<file path="config.mk">
export PLATFORM = sky130hd
export DESIGN_NAME = exponential_decay_fir_reverb_unit
export DESIGN_NICKNAME = d
export VERILOG_FILES = /design/src/hdl/efr_pkg.sv /design/src/hdl/efr_hist_mem.sv /design/src/hdl/efr_mac.sv /design/src/hdl/exponential_decay_fir_reverb_unit.sv
export SDC_FILE = /design/constraint.sdc
export NUM_CORES = 2
export LEC_CHECK = 0
export BUFFER_PORTS_ARGS = -buffer_cell sky130_fd_sc_hd__buf_2
export CELL_PAD_IN_SITES_DETAIL_PLACEMENT = 1
export CELL_PAD_IN_SITES_GLOBAL_PLACEMENT = 2
export CORE_ASPECT_RATIO = 2
export CORE_UTILIZATION = 49
export CTS_BUF_LIST = sky130_fd_sc_hd__clkbuf_16
export DETAILED_ROUTE_END_ITERATION = 7
export PLACE_DENSITY_LB_ADDON = 0.1
export SLEW_MARGIN = 30
export SYNTH_ARGS = -nofsm -noshare
export SYNTH_HDL_FRONTEND = slang
export SYNTH_SLANG_ARGS = --single-unit
</file>
<file path="constraint.sdc">
create_clock -name clk -period 7.3 [get_ports clk]
set_input_delay 1.46 -clock clk [delete_from_list [all_inputs] [get_ports clk]]
set_output_delay 1.46 -clock clk [all_outputs]
set_load 0.005 [all_outputs]
</file>
<file path="src/hdl/efr_pkg.sv">
`default_nettype none
// ----------------------------------------------------------------------------
// efr_pkg
// Shared constants and types for the exponential decay FIR reverb unit.
// ----------------------------------------------------------------------------
package efr_pkg;

  localparam int SEGMENT_COUNT_DEF = 4;
  localparam int SEGMENT_TAPS_DEF  = 16;

  localparam int SAMPLE_W = 32;
  localparam int COEF_W   = 16;
  localparam int PROD_W   = SAMPLE_W + COEF_W + 1;

  localparam int CFG_ADDR_W = 1;
  localparam int CFG_DATA_W = COEF_W;

  localparam logic [CFG_ADDR_W-1:0] REG_KERNEL_GAIN = 1'b0;
  localparam logic [CFG_ADDR_W-1:0] REG_DECAY_RATIO = 1'b1;

  localparam logic [COEF_W-1:0] GAIN_RESET  = 16'd32768;
  localparam logic [COEF_W-1:0] RATIO_RESET = 16'd58982;

  // +-0.99 full scale in Q31
  localparam longint CLAMP_LIM = 64'sd2126008810;

  typedef struct packed {
    logic start;
    logic tap_vld;
    logic tap_last;
  } efr_mac_ctl_t;

endpackage
`default_nettype wire

</file>
<file path="src/hdl/efr_hist_mem.sv">
`default_nettype none
// ----------------------------------------------------------------------------
// efr_hist_mem
// Sample history store: one write port, one read port, registered read data.
// ----------------------------------------------------------------------------
module efr_hist_mem #(
  parameter int DEPTH = 64,
  parameter int AW    = 6,
  parameter int W     = 32
) (
  input  wire logic          clk,
  input  wire logic          we,
  input  wire logic [AW-1:0] waddr,
  input  wire logic [W-1:0]  wdata,
  input  wire logic [AW-1:0] raddr,
  output logic      [W-1:0]  rdata_r
);

  logic [W-1:0] mem [DEPTH];

  always_ff @(posedge clk) begin
    if (we) begin
      mem[waddr] <= wdata;
    end
  end

  always_ff @(posedge clk) begin
    rdata_r <= mem[raddr];
  end

endmodule
`default_nettype wire

</file>
<file path="src/hdl/efr_mac.sv">
`default_nettype none
// ----------------------------------------------------------------------------
// efr_mac
// Coefficient recurrence, tap multiply-accumulate, clamp and Q47->Q31 round.
// ----------------------------------------------------------------------------
module efr_mac #(
  parameter int TAPS = 64
) (
  input  wire logic                          clk,
  input  wire logic                          rst_n,
  input  wire efr_pkg::efr_mac_ctl_t         ctl,
  input  wire logic [efr_pkg::SAMPLE_W-1:0]  tap_data,
  input  wire logic [efr_pkg::COEF_W-1:0]    gain,
  input  wire logic [efr_pkg::COEF_W-1:0]    ratio,
  output logic                               res_vld_r,
  output logic [efr_pkg::SAMPLE_W-1:0]       res_sample_r,
  output logic                               res_clip_r
);
  import efr_pkg::*;

  localparam int ACC_W = PROD_W + $clog2(TAPS + 1);
  localparam logic signed [ACC_W-1:0] LIM_HI = ACC_W'(CLAMP_LIM) << 16;
  localparam logic signed [ACC_W-1:0] LIM_LO = -LIM_HI;
  localparam logic signed [ACC_W-1:0] HALF   = ACC_W'(32768);

  logic [COEF_W-1:0]          coef_r;
  logic [2*COEF_W-1:0]        coef_mul;
  logic [COEF_W-1:0]          coef_nxt;
  logic signed [PROD_W-1:0]   prod_r;
  logic                       prod_vld_r;
  logic                       prod_last_r;
  logic signed [ACC_W-1:0]    acc_r;
  logic                       acc_done_r;
  logic signed [ACC_W-1:0]    sat_r;
  logic                       sat_clip_r;
  logic                       sat_vld_r;
  logic signed [ACC_W-1:0]    rnd;

  // coef[n+1] = round_half_up(coef[n] * ratio / 2^16)
  assign coef_mul = coef_r * ratio + 32'd32768;
  assign coef_nxt = coef_mul[2*COEF_W-1:COEF_W];

  assign rnd = sat_r + HALF;

  always_ff @(posedge clk) begin
    if (!rst_n) begin
      prod_vld_r  <= 1'b0;
      prod_last_r <= 1'b0;
      acc_done_r  <= 1'b0;
      sat_vld_r   <= 1'b0;
      res_vld_r   <= 1'b0;
    end else begin
      prod_vld_r  <= ctl.tap_vld;
      prod_last_r <= ctl.tap_vld & ctl.tap_last;
      acc_done_r  <= prod_vld_r & prod_last_r;
      sat_vld_r   <= acc_done_r;
      res_vld_r   <= sat_vld_r;
    end

    if (ctl.start) begin
      coef_r <= gain;
    end else if (ctl.tap_vld) begin
      coef_r <= coef_nxt;
    end

    prod_r <= $signed(tap_data) * $signed({1'b0, coef_r});

    if (ctl.start) begin
      acc_r <= '0;
    end else if (prod_vld_r) begin
      acc_r <= acc_r + ACC_W'(prod_r);
    end

    if (acc_done_r) begin
      if (acc_r > LIM_HI) begin
        sat_r      <= LIM_HI;
        sat_clip_r <= 1'b1;
      end else if (acc_r < LIM_LO) begin
        sat_r      <= LIM_LO;
        sat_clip_r <= 1'b1;
      end else begin
        sat_r      <= acc_r;
        sat_clip_r <= 1'b0;
      end
    end

    if (sat_vld_r) begin
      res_sample_r <= rnd[16 +: SAMPLE_W];
      res_clip_r   <= sat_clip_r;
    end
  end

endmodule
`default_nettype wire

</file>
<file path="src/hdl/exponential_decay_fir_reverb_unit.sv">
`default_nettype none
// ----------------------------------------------------------------------------
// exponential_decay_fir_reverb_unit
// Each input beat starts TAPS history reads, one read per cycle through the
//   single read port.
// Input beats are taken only while idle, one at a time; the next input is
//   taken while a result waits in the output register.
// Reset: history reads as zero until written (fill count), gain and ratio to defaults.
// ----------------------------------------------------------------------------
module exponential_decay_fir_reverb_unit #(
  parameter int SEGMENT_COUNT = efr_pkg::SEGMENT_COUNT_DEF,
  parameter int SEGMENT_TAPS  = efr_pkg::SEGMENT_TAPS_DEF
) (
  input  wire logic                             clk,
  input  wire logic                             rst_n,
  input  wire logic                             in_tvalid,
  output logic                                  in_tready,
  input  wire logic [efr_pkg::SAMPLE_W-1:0]     in_tdata,    // [31:0] sample_in
  output logic                                  out_tvalid,
  input  wire logic                             out_tready,
  output logic [efr_pkg::SAMPLE_W-1:0]          out_tdata,   // [31:0] sample_out
  output logic                                  out_tuser,   // [0] clipped
  input  wire logic                             cfg_wr_en,
  input  wire logic [efr_pkg::CFG_ADDR_W-1:0]   cfg_addr,
  input  wire logic [efr_pkg::CFG_DATA_W-1:0]   cfg_wr_data
);
  import efr_pkg::*;

  localparam int TAPS   = SEGMENT_COUNT * SEGMENT_TAPS;
  localparam int PTR_W  = (TAPS > 1) ? $clog2(TAPS) : 1;
  localparam int FILL_W = $clog2(TAPS + 1);
  localparam logic [PTR_W-1:0]  LAST_PTR = PTR_W'(TAPS - 1);
  localparam logic [FILL_W-1:0] FULL_CNT = FILL_W'(TAPS);

  typedef enum logic [1:0] {ST_IDLE, ST_RUN, ST_WAIT} state_t;

  state_t              state_r;
  logic [COEF_W-1:0]   gain_r;
  logic [COEF_W-1:0]   ratio_r;
  logic [PTR_W-1:0]    wp_r;
  logic [FILL_W-1:0]   fill_r;
  logic [PTR_W-1:0]    iss_idx_r;
  logic [PTR_W-1:0]    iss_cnt_r;
  logic                issuing_r;
  logic                rd_vld_r;
  logic                rd_ok_r;
  logic                rd_last_r;
  logic                out_tvalid_r;
  logic [SAMPLE_W-1:0] out_tdata_r;
  logic                out_tuser_r;
  logic                in_beat;
  logic                mem_we;
  logic [SAMPLE_W-1:0] mem_rdata;
  efr_mac_ctl_t        mac_ctl;
  logic                res_vld;
  logic [SAMPLE_W-1:0] res_sample;
  logic                res_clip;

  assign in_tready  = (state_r == ST_IDLE);
  assign in_beat    = in_tvalid & in_tready;
  assign mem_we     = in_beat;
  assign out_tvalid = out_tvalid_r;
  assign out_tdata  = out_tdata_r;
  assign out_tuser  = out_tuser_r;

  assign mac_ctl.start    = in_beat;
  assign mac_ctl.tap_vld  = rd_vld_r;
  assign mac_ctl.tap_last = rd_last_r;

  efr_hist_mem #(
    .DEPTH (TAPS),
    .AW    (PTR_W),
    .W     (SAMPLE_W)
  ) u_hist (
    .clk     (clk),
    .we      (mem_we),
    .waddr   (wp_r),
    .wdata   (in_tdata),
    .raddr   (iss_idx_r),
    .rdata_r (mem_rdata)
  );

  efr_mac #(
    .TAPS (TAPS)
  ) u_mac (
    .clk          (clk),
    .rst_n        (rst_n),
    .ctl          (mac_ctl),
    .tap_data     (rd_ok_r ? mem_rdata : '0),
    .gain         (gain_r),
    .ratio        (ratio_r),
    .res_vld_r    (res_vld),
    .res_sample_r (res_sample),
    .res_clip_r   (res_clip)
  );

  always_ff @(posedge clk) begin
    if (!rst_n) begin
      state_r      <= ST_IDLE;
      gain_r       <= GAIN_RESET;
      ratio_r      <= RATIO_RESET;
      wp_r         <= '0;
      fill_r       <= '0;
      issuing_r    <= 1'b0;
      rd_vld_r     <= 1'b0;
      out_tvalid_r <= 1'b0;
    end else begin
      if (cfg_wr_en) begin
        case (cfg_addr)
          REG_KERNEL_GAIN: gain_r  <= cfg_wr_data;
          REG_DECAY_RATIO: ratio_r <= cfg_wr_data;
          default: ;
        endcase
      end

      if (out_tvalid_r && out_tready && (state_r != ST_WAIT)) begin
        out_tvalid_r <= 1'b0;
      end

      rd_vld_r  <= issuing_r;
      rd_ok_r   <= FILL_W'(iss_idx_r) < fill_r;
      rd_last_r <= (iss_cnt_r == LAST_PTR);

      if (issuing_r) begin
        iss_idx_r <= (iss_idx_r == '0) ? LAST_PTR : iss_idx_r - 1'b1;
        iss_cnt_r <= iss_cnt_r + 1'b1;
        if (iss_cnt_r == LAST_PTR) begin
          issuing_r <= 1'b0;
        end
      end

      case (state_r)
        ST_IDLE: begin
          if (in_beat) begin
            iss_idx_r <= wp_r;
            iss_cnt_r <= '0;
            issuing_r <= 1'b1;
            wp_r      <= (wp_r == LAST_PTR) ? '0 : wp_r + 1'b1;
            if (fill_r != FULL_CNT) begin
              fill_r <= fill_r + 1'b1;
            end
            state_r   <= ST_RUN;
          end
        end
        ST_RUN: begin
          if (res_vld) begin
            state_r <= ST_WAIT;
          end
        end
        ST_WAIT: begin
          if (!out_tvalid_r || out_tready) begin
            out_tvalid_r <= 1'b1;
            out_tdata_r  <= res_sample;
            out_tuser_r  <= res_clip;
            state_r      <= ST_IDLE;
          end
        end
        default: state_r <= ST_IDLE;
      endcase
    end
  end

endmodule
`default_nettype wire
</file>
=== Yosys cells after proc, flatten, opt, wreduce, memory -nomap -nowiden ===
Memory sizes are Yosys's and may differ from the RTL's. A register that Yosys moved wholly into a read port is not among the register bits.
Index checks and enable logic that the tools add are counted.
Widths: inputs -> output; s select.

* Input port bits: 54
* Memories: 1
* RAM bits: 2048
* Output and inout port bits: 35
* Register bits after elaboration: 305
* Word-level logic and storage cells: 93

{| class="wikitable"
|+ Memories
! memory !! depth !! bits a word !! read ports !! clocked after Yosys merged registers in !! write ports !! line !! RTL
|-
| u_hist.mem || 64 || 32 || 1 || 1 || 1 || efr_hist_mem.sv:19 || <nowiki>logic [W-1:0] mem [DEPTH];</nowiki>
|}

* Bitwise gates (word level): 4
* Order comparisons: 3
* Mux-type cells: 26
* Multipliers: 2
* Add/sub/neg operators: 7
* Equal/unequal tests: 9
* Reductions and logical operators: 14

{| class="wikitable"
|+ Operators with widths
! kind !! count
|-
| $add 56x49->56 || 1
|-
| $gt 56x48->1 const B || 1
|-
| $lt 56x48->1 const B || 1
|-
| $mul 32x17->49 || 1
|-
| $add 48x17->48 const B || 1
|-
| $mux 48 || 1
|-
| $mux 6 || 8
|-
| $add 32x16->32 const B || 1
|-
| $mul 16x16->32 || 1
|-
| $mux 16 || 2
|-
| $mux 32 || 1
|-
| $add 6x1->6 const B || 2
|-
| $eq 6x6->1 const B || 2
|-
| $mux 1 || 10
|-
| $reduce_and 3->1 || 3
|-
| $add 7x1->7 const B || 1
|-
| $lt 6x7->1 || 1
|-
| $ne 7x7->1 const B || 1
|-
| $logic_not 6->1 || 1
|-
| $mux 2 || 3
|-
| $pmux 2 s3 || 1
|-
| $reduce_and 2->1 || 3
|-
| $sub 6x1->6 const B || 1
|-
| $ne 2x1->1 const B || 2
|-
| 11 further kinds || 15
|}

=== Depth between registers and ports, before layout ===
* Depth in word-level cells: 5
* Depth in mapped cells: 28
* Mapped depth without buffers: 26

=== Hierarchy ===
A second synthesis with hierarchy kept.

* Cells, all modules: 7732
* Area total of the unflattened synthesis: 118613.8 um2

{| class="wikitable"
|+ Modules (own cells, without submodules)
! module !! cells an instance !! sequential area each (um2) !! area an instance (um2) !! times used
|-
| efr_hist_mem || 3324 || 62139.6 || 78515.3 || 1
|-
| efr_mac || 4020 || 4694.5 || 36085.9 || 1
|-
| exponential_decay_fir_reverb_unit || 388 || 2412.3 || 4012.6 || 1
|}

=== Least setup slack after synthesis ===
Ideal clock, no wire load.

* Path kind: register to register
* From: register rd_ok_r
* To: register u_mac.prod_r[47]
* Data required time: 7.228 ns
* Path buffers: 3
* Library setup time: 0.072 ns
* Stages on the path, launching flop included: 26
* Setup slack: 0.669 ns
* Clock period less this slack: 6.631 ns
* Arrival: 6.558 ns
* Cells stage by stage: edfxtp_1 > clkbuf_1 > clkbuf_1 > and2_1 > clkbuf_1 > nand2_1 > fa_1 > fa_1 > fa_1 > inv_1 > fa_1 > fa_1 > inv_1 > fa_1 > inv_1 > ha_1 > and3_1 > and3_1 > a221oi_2 > a21boi_1 > o211ai_1 > a21oi_1 > o31ai_2 > o31ai_1 > a21oi_1 > xnor2_1

* Cells in the longest elaborated chain, start to end: 2

{| class="wikitable"
|+ RTL lines
! element !! line !! RTL
|-
| from (decl) || exponential_decay_fir_reverb_unit.sv:46 || <nowiki>logic rd_ok_r;</nowiki>
|-
| from (signal assigned) || exponential_decay_fir_reverb_unit.sv:121 || <nowiki>rd_ok_r <= FILL_W'(iss_idx_r) < fill_r;</nowiki>
|-
| $mux 32 || exponential_decay_fir_reverb_unit.sv:89 || <nowiki>.tap_data (rd_ok_r ? mem_rdata : '0),</nowiki>
|-
| $mul 32x17->49 || efr_mac.sv:66 || <nowiki>prod_r <= $signed(tap_data) * $signed({1'b0, coef_r});</nowiki>
|-
| to (signal assigned) || efr_mac.sv:66 ||
|-
| to (decl) || efr_mac.sv:29 || <nowiki>logic signed [PROD_W-1:0] prod_r;</nowiki>
|}

No other way between the ends.
A chain may end at the register's enable or synchronous reset.

=== Final worst setup path ===
Same ends and word-level chain as after synthesis.

==> reports/results.ini <==
[run_status]
status=finished, final reports clean

[critical_path]
cp_num_buf_inv=8
crit_slowest_cell=sky130_fd_sc_hd__fa_2
worstSetupStartpointType=flip-flop
worstPathRequired_ns=7.98
cp_common_cell=sky130_fd_sc_hd__fa_1
crit_arrival_ns=7.74
crit_path_max_fanout=54
r2r_setup_slack_ns=0.25
cp_top_family=adder cells
critPathKind=reg -> reg
worst_setup_path_end_kind=flip-flop
critPathMaxStageDelay_ns=0.63

[placed_design]
placed_cells=10500
place.port_buffers=88
detailedPlacementHpwl_um=228000
globalplace.congestion=0.893

[logic_synthesis]
per_instance_average_area_after_synthesis_um2=16.0
syn_inst=7389
yosys_register_bits=2370
leading_cell_type_by_number_of_instances_after_synthesis=sky130_fd_sc_hd__edfxtp_1
synth_top_cells_by_area=sky130_fd_sc_hd__edfxtp_1, sky130_fd_sc_hd__mux4_2, sky130_fd_sc_hd__fa_1
yosys_most_used_dff=sky130_fd_sc_hd__edfxtp_1
synth_edf_count=2178
post_synth_instance_area_um2=118000
synthDominantAreaCellType=sky130_fd_sc_hd__edfxtp_1
mapped_nets=8423
synthDominantCellAreaShare_pct=55.2
post_synth_num_cell_types=85
synth_seq_area_share_pct=58.5
synth_warnings=0
netlist_top_cells_count=sky130_fd_sc_hd__edfxtp_1, sky130_fd_sc_hd__inv_1, sky130_fd_sc_hd__fa_1, sky130_fd_sc_hd__mux4_2, sky130_fd_sc_hd__nand2_1
async_reset_ff_share_pct=0

[timing]
max-slew-margin-rel_pct=30.2
setup_repair_after_global_routing_missed_its_margin=false
period_share_pct=96.6
transition_time_at_the_pin_with_the_least_slew_margin_ns=1.05
finalWorstPathRequiredPeriod_ns=7.05
fin_worst_skew_ns=0.0752
slew_violations=0
hold-worst-slack_ns=0.416
finalSetupViolations=0
tns_ns=0
report.final.hold_viol_count=0
timing.fmax_ghz=0.142

[die]
initial_core_util_pct=49.4
fp.coreArea_um2=240000
design.die.area_um2=244000
floorplan.die.width_um=350
die-height_um=697
rows=254
ioPinCount=89

[drt]
drt.antenna.violating_nets=0
num_vias=63600
drt_pass1_iterations=6
drcViolationCount=0
routed_via_density=5.83
avgRoutedWirePerCell_um=29.8
wl_um=325000
detail_route.iter0.violations=3724

[clocking]
clkTransAtPathRegs_ns=0.06
clk_root_buffer_cell=sky130_fd_sc_hd__clkbuf_16
h-tree-depth=4
clock_sink_count=2370
worstSkewPairLatency_ns=0.86
tritoncts=built
max_root_sink_buffers=4
ctsHoldBuffers=0
cts_made_buffers=207

[grt]
grt_first_pass_wirelength_um=476000
gr-total-overflow=0
use_met3_pct=2.09
grtUsageTotal_pct=27.1
antenna_violations_before_repair=18
gr-max-usage-layer=met2
grtUsageMet2_pct=53.2
grt_max_degree=141
number_of_global_route_vias_before_repair=71400
use_met1_pct=28.2

[flow_run]
max_cap_viol_count=0

[layout]
post_route_cells_drive_above_1_share_pct=18.1
fin_cells=10900
nNetsFinal=8565
area.growth.synth_to_final_pct=10.3

[min_path]
hp-class=reg -> reg

[final cells by class]
class / count / area, um2
Inverter: 806 / 3030
Timing Repair Buffer: 327 / 2690
Multi-Input combinational cell: 3819 / 45100
Antenna cell: 7 / 17.5
Tap cell: 3200 / 4000
Clock buffer: 210 / 5260
Sequential cell: 2370 / 69300
Clock inverter: 161 / 1290
Fill cell: 22300 / 109000
[kinds of logic (layout without fill, tap and decap cells)]
kind of cell             count (synthesis)  in the layout  share of synthesized area (%)
other                                    0              7                              0
AO/OA/AOI/OAI                          468            468                           2.57
XOR/XNOR                               161            161                           1.19
adder cells (fa/ha/maj)                980            980                           14.7
AND/OR/NAND/NOR                       1500           1500                           6.14
flip-flops                            2370           2370                           58.5
buffers and inverters                 1200           1504                           3.84
multiplexers                           710            710                           13.1
[final timing paths]
path | start | endpoint | cells past startpoint
max | rd_ok_r | u_mac.prod_r[47] | 27
min reg2reg | u_mac.res_sample_r[3] | out_tdata[3] | 0
max reg2reg | rd_ok_r | u_mac.prod_r[47] | 27
min | u_mac.res_sample_r[3] | out_tdata[3] | 0
[repair_timing]
item	CTS	global route
setup endpoints to repair	0	5
setup buffers	0	1
gates resized for setup	0	5
[worst register-to-register path, stage by stage (launching register included)]
cell and delay, ns:
sky130_fd_sc_hd__edfxtp_1 0.38, sky130_fd_sc_hd__buf_12 0.16, sky130_fd_sc_hd__buf_12 0.21, sky130_fd_sc_hd__buf_12 0.23
sky130_fd_sc_hd__and2_1 0.30, sky130_fd_sc_hd__nand2_1 0.12, sky130_fd_sc_hd__fa_1 0.51, sky130_fd_sc_hd__fa_1 0.48
sky130_fd_sc_hd__fa_1 0.43, sky130_fd_sc_hd__inv_1 0.07, sky130_fd_sc_hd__fa_1 0.43, sky130_fd_sc_hd__fa_1 0.55
sky130_fd_sc_hd__inv_1 0.06, sky130_fd_sc_hd__fa_2 0.63, sky130_fd_sc_hd__inv_1 0.07, sky130_fd_sc_hd__ha_1 0.39
sky130_fd_sc_hd__nand2_1 0.10, sky130_fd_sc_hd__o21ai_0 0.20, sky130_fd_sc_hd__a21oi_2 0.10, sky130_fd_sc_hd__o2111ai_1 0.30
sky130_fd_sc_hd__o211ai_1 0.14, sky130_fd_sc_hd__buf_4 0.17, sky130_fd_sc_hd__a21oi_2 0.21, sky130_fd_sc_hd__o31ai_2 0.10
sky130_fd_sc_hd__buf_4 0.15, sky130_fd_sc_hd__o31ai_1 0.23, sky130_fd_sc_hd__a21oi_1 0.12, sky130_fd_sc_hd__xnor2_1 0.13
[cells in the final DEF, fill, tap and decap left out, drive strengths merged, types with 112 or more instances in the layout]
cell | Yosys | layout
mux4 | 672 | 672
ha | 297 | 297
inv | 806 | 859
buf | 65 | 327
and2 | 174 | 174
fa | 683 | 683
edfxtp | 2178 | 2178
clkbuf | 329 | 210
dfxtp | 192 | 192
and3 | 248 | 248
nor2 | 199 | 199
xnor2 | 112 | 112
nand2 | 636 | 636
a21oi | 155 | 155
[through the flow]
step           utilization (%)  area, um2  setup slack (ns)
2_1_floorplan                -     118000             0.669
3_3_place_gp              51.7     124000             0.263
3_5_place_dp              51.7     124000             0.179
4_1_cts                   54.5     131000             0.159
5_1_grt                   54.5     131000           0.00241
6_report                  54.5     131000             0.248
[registers in the layout, summed over array words and instances (netlist names), 2 cells and up]
name / flops
u_mac.res_sample_r: 32
wp_r: 6
gain_r: 16
iss_cnt_r: 6
ratio_r: 16
u_mac.sat_r: 33
u_mac.coef_r: 16
state_r: 2
out_tdata: 32
iss_idx_r: 6
fill_r: 7
u_hist.rdata_r: 32
u_mac.acc_r: 56
u_mac.prod_r: 49
u_hist.mem: 2048
[routing by layer]
metal / wire length, um / part of all wire, %
met4: 18800 / 5.8
met3: 9540 / 2.9
met2: 188000 / 58
met1: 108000 / 33
met5: 13 / 0.0040
Power is left out: the tool's default activity adds up to more than one toggle a clock period on the data nets, which glitch-free logic cannot reach.
